<file path="src/lis_pkg.sv">
package lis_pkg;

  localparam int unsigned MAX_ITEMS = 1024;
  localparam int unsigned IDX_W     = $clog2(MAX_ITEMS);
  localparam int unsigned CNT_W     = $clog2(MAX_ITEMS + 1);
  localparam int unsigned VAL_W     = 32;
  localparam int unsigned FIELD_W   = 11;
  localparam int unsigned OUT_W     = 4 * FIELD_W;
  localparam int unsigned TDATA_W   = ((OUT_W + 7) / 8) * 8;

  typedef enum logic [1:0] {
    ST_IDLE,
    ST_CHECK,
    ST_SEARCH,
    ST_DONE
  } lis_state_e;

  typedef struct packed {
    logic load;    // latch the item, apply the start flag
    logic check;   // capacity check and search setup
    logic step;    // one lower-bound step on returned read data
    logic finish;  // tail write-back and result load
  } lis_cmd_t;

  typedef struct packed {
    logic full;       // capacity reached
    logic has_tails;  // at least one tail slot to search
    logic more;       // search interval still open after this step
    logic out_free;   // result register can take a new result
  } lis_stat_t;

endpackage

</file>
<file path="src/lis_ctrl.sv">
module lis_ctrl
  import lis_pkg::*;
(
  input  logic      clk_i,
  input  logic      rst_ni,
  input  logic      in_valid_i,
  output logic      in_ready_o,
  input  lis_stat_t stat_i,
  output lis_cmd_t  cmd_o
);

  lis_state_e state_q, state_d;

  always_ff @(posedge clk_i or negedge rst_ni) begin
    if (!rst_ni) begin
      state_q <= ST_IDLE;
    end else begin
      state_q <= state_d;
    end
  end

  always_comb begin
    state_d    = state_q;
    cmd_o      = '0;
    in_ready_o = 1'b0;
    unique case (state_q)
      ST_IDLE: begin
        in_ready_o = 1'b1;
        if (in_valid_i) begin
          cmd_o.load = 1'b1;
          state_d    = ST_CHECK;
        end
      end
      ST_CHECK: begin
        cmd_o.check = 1'b1;
        if (!stat_i.full && stat_i.has_tails) begin
          state_d = ST_SEARCH;
        end else begin
          state_d = ST_DONE;
        end
      end
      ST_SEARCH: begin
        cmd_o.step = 1'b1;
        if (!stat_i.more) begin
          state_d = ST_DONE;
        end
      end
      ST_DONE: begin
        if (stat_i.out_free) begin
          cmd_o.finish = 1'b1;
          state_d      = ST_IDLE;
        end
      end
      default: state_d = ST_IDLE;
    endcase
  end

endmodule

</file>
<file path="config.mk">
export PLATFORM = sky130hd
export DESIGN_NAME = lis_ctrl
export DESIGN_NICKNAME = d
export VERILOG_FILES = /design/src/lis_pkg.sv /design/src/lis_ctrl.sv
export SDC_FILE = /design/constraint.sdc
export NUM_CORES = 1
export LEC_CHECK = 0
export BUFFER_PORTS_ARGS = -buffer_cell sky130_fd_sc_hd__buf_2
export CAP_MARGIN = 30
export CORE_AREA = 2 2 39 41
export DETAILED_ROUTE_END_ITERATION = 8
export DIE_AREA = 0 0 41 43
export GPL_TIMING_DRIVEN = 0
export SLEW_MARGIN = 25
export SYNTH_ARGS = -nofsm -noshare
export SYNTH_HDL_FRONTEND = slang
export SYNTH_SLANG_ARGS = --single-unit
</file>
<file path="constraint.sdc">
create_clock -name clk_i -period 1.51 [get_ports clk_i]
set_input_delay 0.302 -clock clk_i [delete_from_list [all_inputs] [get_ports clk_i]]
set_output_delay 0.302 -clock clk_i [all_outputs]
set_load 0.005 [all_outputs]
</file>
# Word-level counts from Yosys, hierarchy flattened
# Cells that the tools add are included.
dict set report op_classes {
  add_sub_neg 0
  mul 0
  div_mod_pow 0
  magnitude_cmp 0
  n_eq_ne 6
  shift 0
  n_mux 12
  bitwise_logic 0
  n_reduce_logical 4
}
# operator count
set ops {}
lappend ops {{2-to-1 mux 1 bit} 8}
lappend ops {{one-hot mux 2 bit (4 select lines)} 1}
lappend ops {{2-to-1 mux 2 bit} 3}
lappend ops {{inequality test 2 bit, second input constant} 3}
lappend ops {{== test 2 bit, second input constant} 2}
lappend ops {{AND reduction 3 bit} 1}
lappend ops {{== test 2 x 1 -> 1 bit, second input constant} 1}
lappend ops {{logical NOT 2 bit} 1}
lappend ops {{logical AND 1 bit} 1}
lappend ops {{logical NOT 1 bit} 1}
dict set report totals {
  ff_bits 2
  latchBits 0
  ram_bits 0
  rom_bits 0
  out_inout_bits 5
  memories 0
}

# Longest topological paths before layout
dict set report depth {
  depth_word 4
  mapped_depth 5
  mapped_depth_nobuf 5
}

# Least setup slack after synthesis
# Ideal clock, no wire load.
dict set report synth_path {
  kind {register to register}
  startpoint {register state_q[0]}
  endpoint {register state_q[1]}
  setup_ns 0.125
  t_arrival_ns 1.341
  t_required_ns 1.385
  slack_ns 0.044
  path_stages_with_launch 6
  period_less_slack_ns 1.466
  path_cell_list {dfrtp_1 inv_1 ha_1 nor2b_1 nor3_1 mux2_2}
}
dict set report synth_between {
  elab_chain_len 3
}
# item line_no
set synth_rtl {}
lappend synth_rtl {{start, declared} lis_ctrl.sv:12} ;# lis_state_e state_q, state_d;
lappend synth_rtl {{start signal, assigned} lis_ctrl.sv:18} ;# state_q <= state_d;
lappend synth_rtl {{== test 2 bit / logical NOT 2 bit (equally long branches)} lis_ctrl.sv:26} ;# unique case (state_q)
lappend synth_rtl {{inequality test 2 bit (no source line)} n/a}
lappend synth_rtl {{AND reduction 3 bit (no source line)} n/a}
# Parallel ways exist; a longest one is shown, timed or not.
# A chain may end at the register's enable or synchronous reset.

# Worst setup path after layout
# Ends and elaborated chain as after synthesis.

==> metrics.log <==
[metrics] status: complete, no violations
[metrics] M3 GR Usage: 3.14%
[metrics] Crit Path Class: reg -> reg
[metrics] Post-Layout Inst Area: 362 um2
[metrics] core area: 1380 um2
[metrics] number of CTS-inserted buffers: 3
[metrics] initial core utilization: 15.3%
[metrics] clock input transition at the sequential cells of the worst setup and hold paths: 0.03 ns
[metrics] first-pass GRT wire length: 655 um
[metrics] sink count of the clock tree: 2
[metrics] worst hold slack after final layout: 0.387 ns
[metrics] area share of fa/ha/maj cells after synthesis: 23.7%
[metrics] share of synthesized area spent on multiplexers: 5.33%
[metrics] count of inserted antenna diode cells: 0
[metrics] grt total ovfl: 0
[metrics] fraction of the mapped netlist area in compound gates: 13.6%
[metrics] Switching Power: 0.246 mW
[metrics] Placement Rows: 14
[metrics] commonest cells in the netlist: sky130_fd_sc_hd__ha_1, sky130_fd_sc_hd__and2_1, sky130_fd_sc_hd__dfrtp_1, sky130_fd_sc_hd__inv_1, sky130_fd_sc_hd__o21ai_0
[metrics] aggregate routed wire length: 469 um
[metrics] initial detailed-routing violation count: 0
[metrics] average wire per standard cell: 8.53 um
[metrics] clock latency of the later-clocked register in the worst-skew pair: 0.22 ns
[metrics] post-synthesis register bit count: 2
[metrics] top cell type by total area after synthesis: sky130_fd_sc_hd__dfrtp_1
[metrics] max reg flops: 2
[metrics] # Max-Cap Violations: 0
[metrics] Vert. Die Dim: 43 um
[metrics] stage delay of the slowest cell on the critical path: 0.38 ns
[metrics] flip-flop cell with the highest count after synthesis: sky130_fd_sc_hd__dfrtp_1
[metrics] Placement Cell Area: 287 um2
[metrics] sequential share of power: 17.2%
[metrics] met1 demand-to-capacity share in global routing: 4.18%
[metrics] total instance count after detailed placement: 48
[metrics] Register-to-Register Path Depth: 5
[metrics] die area: 1760 um2
[metrics] count of pins over their slew limit: 0
[metrics] layer with the highest usage after global routing: met2
[metrics] I/O pin count: 12
[metrics] biggest fanout along the worst timing path: 5
[metrics] async set-or-reset flop fraction in the synthesized netlist: 100%
[metrics] clock tree buffer depth: 2
[metrics] xor and xnor fraction of the mapped netlist area: 0%
[metrics] # nets final: 52
[metrics] combinational cell fraction of total power: 65.3%
[metrics] largest net degree at the start of global routing: 6
[metrics] register-to-register path setup slack: 0.05 ns
[metrics] synth top area cells: sky130_fd_sc_hd__dfrtp_1, sky130_fd_sc_hd__ha_1, sky130_fd_sc_hd__nand2b_4, sky130_fd_sc_hd__nor2b_4, sky130_fd_sc_hd__and2_1
[metrics] count leader, synth: sky130_fd_sc_hd__ha_1
[metrics] sw frac: 36.1%
[metrics] final critical-path share of the clock period: 97.0%
[metrics] area share of the largest cell type after synthesis: 23.7%
[metrics] Crit path arrival time: 1.57 ns
[metrics] weighted congestion reported at the end of routability-driven placement: 0.620
[metrics] GR Layer Usage met2: 10.0%
[metrics] Slew @ Worst Pin: 0.175 ns
[metrics] Worst setup SP type: register
[metrics] final routed DRC violation total: 0
[metrics] TritonCTS clock tree: done
[metrics] number of fill cells: 161
[metrics] growth of design area from synthesis to finish: 71.0%
[metrics] via count of the first global-routing pass: 192
[metrics] Final ANT Viol Nets: 0
[metrics] Post-Syn Area per Cell: 10.1 um2
[metrics] hold crit path type: in -> async
[metrics] number of input and output port buffers inserted: 11
[metrics] Crit path required time: 1.61 ns
[metrics] final standard cell utilization of the core: 26.1%
[metrics] GRT Total Usage: 6.02%
[metrics] Detailed Routing Iterations Pass 1: 1
[metrics] worst clock skew: 0.00144 ns
[metrics] initial antenna violation count: 0
[metrics] Top Registers: state_q: 2 flops
[metrics] Biggest register: state_q
[metrics] reported leakage power: 0.189 nW
[metrics] hold violation total from the final report: 0
[metrics] post-route insts no fill: 55
[metrics] worst-case setup margin in the final layout: 0.0460 ns
[metrics] final number of setup-violating endpoints: 0
[metrics] Distinct cells, synth: 14
[metrics] count of buffering cells on the critical path with inverters included: 1
[metrics] slowest library cell on the worst path: sky130_fd_sc_hd__dfrtp_1
[metrics] mean number of vias per cell: 3.85
[metrics] Design Power: 0.681 mW
[metrics] Fmax: 683 MHz
[metrics] beginning of the worst register-to-register path: state_q[0]
[metrics] placement-stage worst setup slack: -0.0535 ns
[metrics] capturing element type of the critical path: register
[metrics] summed negative setup slack over all endpoints: 0 ns
[metrics] dominant combinational cell family by area after synthesis: simple AND/OR/NAND/NOR gates
[metrics] Root Driver: sky130_fd_sc_hd__clkbuf_4
[metrics] max-slew headroom at the worst pin: 88.3%
[metrics] part of the total power dissipated in the clock network: 17.5%
[metrics] post-synthesis net count: 32
[metrics] via total after detailed routing: 212
[metrics] share of synthesized area occupied by flip-flops and latches: 23.7%
[metrics] Crit Reg-Reg Endpoint: state_q[1]
[metrics] Cell Area, Synth: 211 um2
[metrics] number of enable flip-flop cells after synthesis: 0
[metrics] Max H-tree Level: 1
[metrics] worst vdd rail ir drop: 0.656 mV
[metrics] cell-internal power: 0.435 mW
[metrics] fraction of final layout cells sized beyond drive strength 1: 66.7%
[metrics] share of synthesized cell area in and, or, nand and nor gates: 30.2%
[metrics] final period demand of the worst path: 1.46 ns
[metrics] Power per Cell Area: 1880 nW/um2
[metrics] die width: 41 um
[metrics] cell family with the largest share of critical-path delay: flip-flops
[metrics] Warnings, synthesis: 0
[metrics] critical-path cell list: inv_2, ha_2, and2_4, nor3_2, mux2_2
[metrics] synthesized netlist cell count: 21
## layer usage
metal,vias to the layer above,part of all wire [%]
met3,0,6.2
li1,108,-
met5,-,0
met1,98,35
met4,0,0
met2,6,58
## cell usage in the layout (no fill, tap or decap)
| cell | Yosys | routed |
|---|---|---|
| sky130_fd_sc_hd__dfrtp_1 | 2 | 2 |
| sky130_fd_sc_hd__mux2_2 | 1 | 1 |
| sky130_fd_sc_hd__ha_1 | 4 | 2 |
| sky130_fd_sc_hd__buf_2 | 0 | 11 |
| sky130_fd_sc_hd__o21ai_0 | 2 | 2 |
| sky130_fd_sc_hd__a211o_1 | 1 | 1 |
| sky130_fd_sc_hd__clkbuf_4 | 0 | 3 |
| sky130_fd_sc_hd__o311a_1 | 1 | 1 |
| sky130_fd_sc_hd__dlygate4sd3_1 | 0 | 1 |
| sky130_fd_sc_hd__nor2b_1 | 1 | 1 |
| sky130_fd_sc_hd__and2_4 | 1 | 1 |
| sky130_fd_sc_hd__nand2b_4 | 1 | 1 |
| sky130_fd_sc_hd__ha_2 | 0 | 1 |
| sky130_fd_sc_hd__buf_4 | 0 | 3 |
| sky130_fd_sc_hd__nor2b_4 | 1 | 1 |
| sky130_fd_sc_hd__nor2_1 | 1 | 1 |
| sky130_fd_sc_hd__ha_4 | 0 | 1 |
| sky130_fd_sc_hd__and2_1 | 2 | 2 |
| sky130_fd_sc_hd__inv_2 | 0 | 2 |
| sky130_fd_sc_hd__nor3_2 | 0 | 1 |
## worst max path at each step
| stage | start | end | slack [ns] | cells past startpoint |
|---|---|---|---|---|
| 2_1_floorplan | state_q[0] | state_q[1] | 0.04 | 5 |
| 4_1_cts | state_q[0] | cmd_o[3] | 0.005 | 4 |
| 6_report | state_q[0] | state_q[1] | 0.05 | 5 |
| 3_5_place_dp | state_q[0] | state_q[1] | -0.05 | 5 |
| 5_1_grt | state_q[0] | state_q[1] | -0.02 | 5 |
| 3_3_place_gp | state_q[0] | state_q[1] | -0.02 | 5 |
## worst register-to-register path, cell delays in order, from the launching register on
cell and delay [ns]:
sky130_fd_sc_hd__dfrtp_1 0.38, sky130_fd_sc_hd__inv_2 0.09, sky130_fd_sc_hd__ha_2 0.19, sky130_fd_sc_hd__and2_4 0.14, sky130_fd_sc_hd__nor3_2 0.20, sky130_fd_sc_hd__mux2_2 0.35
## final cells by class
| class | instances | area [um2] | area share [%] |
|---|---|---|---|
| sequential | 2 | 50.0 | 13.8 |
| inverter | 2 | 7.51 | 2.08 |
| tap | 16 | 20.0 | 5.54 |
| multi-input combinational | 17 | 174 | 48.1 |
| timing repair buffer | 15 | 87.6 | 24.2 |
| clock buffer | 3 | 22.5 | 6.23 |
## cells by family (layout without fill, tap and decap cells)
group,after synthesis,after routing
fa+ha+maj,4,4
buf+inv,2,20
flops,2,2
compound gates,4,4
simple gates,8,8
mux,1,1
## power groups by stage
stage	clock network [mW]	registers, mW	logic (mW)
2_1_floorplan	0	0.109	0.242
3_3_place_gp	0	0.114	0.332
3_5_place_dp	0	0.117	0.340
4_1_cts	0.126	0.116	0.358
5_1_grt	0.135	0.122	0.492
6_report	0.119	0.117	0.445
## what timing repair did
action	4_1_cts	5_1_grt
setup endpoints to repair	2	3
pin swaps	1	0
gates resized for setup	2	4
hold buffers	1	0
buffers inserted	0	3
endpoints found under the hold margin	2	0
Power figures use the tool's default switching activity.
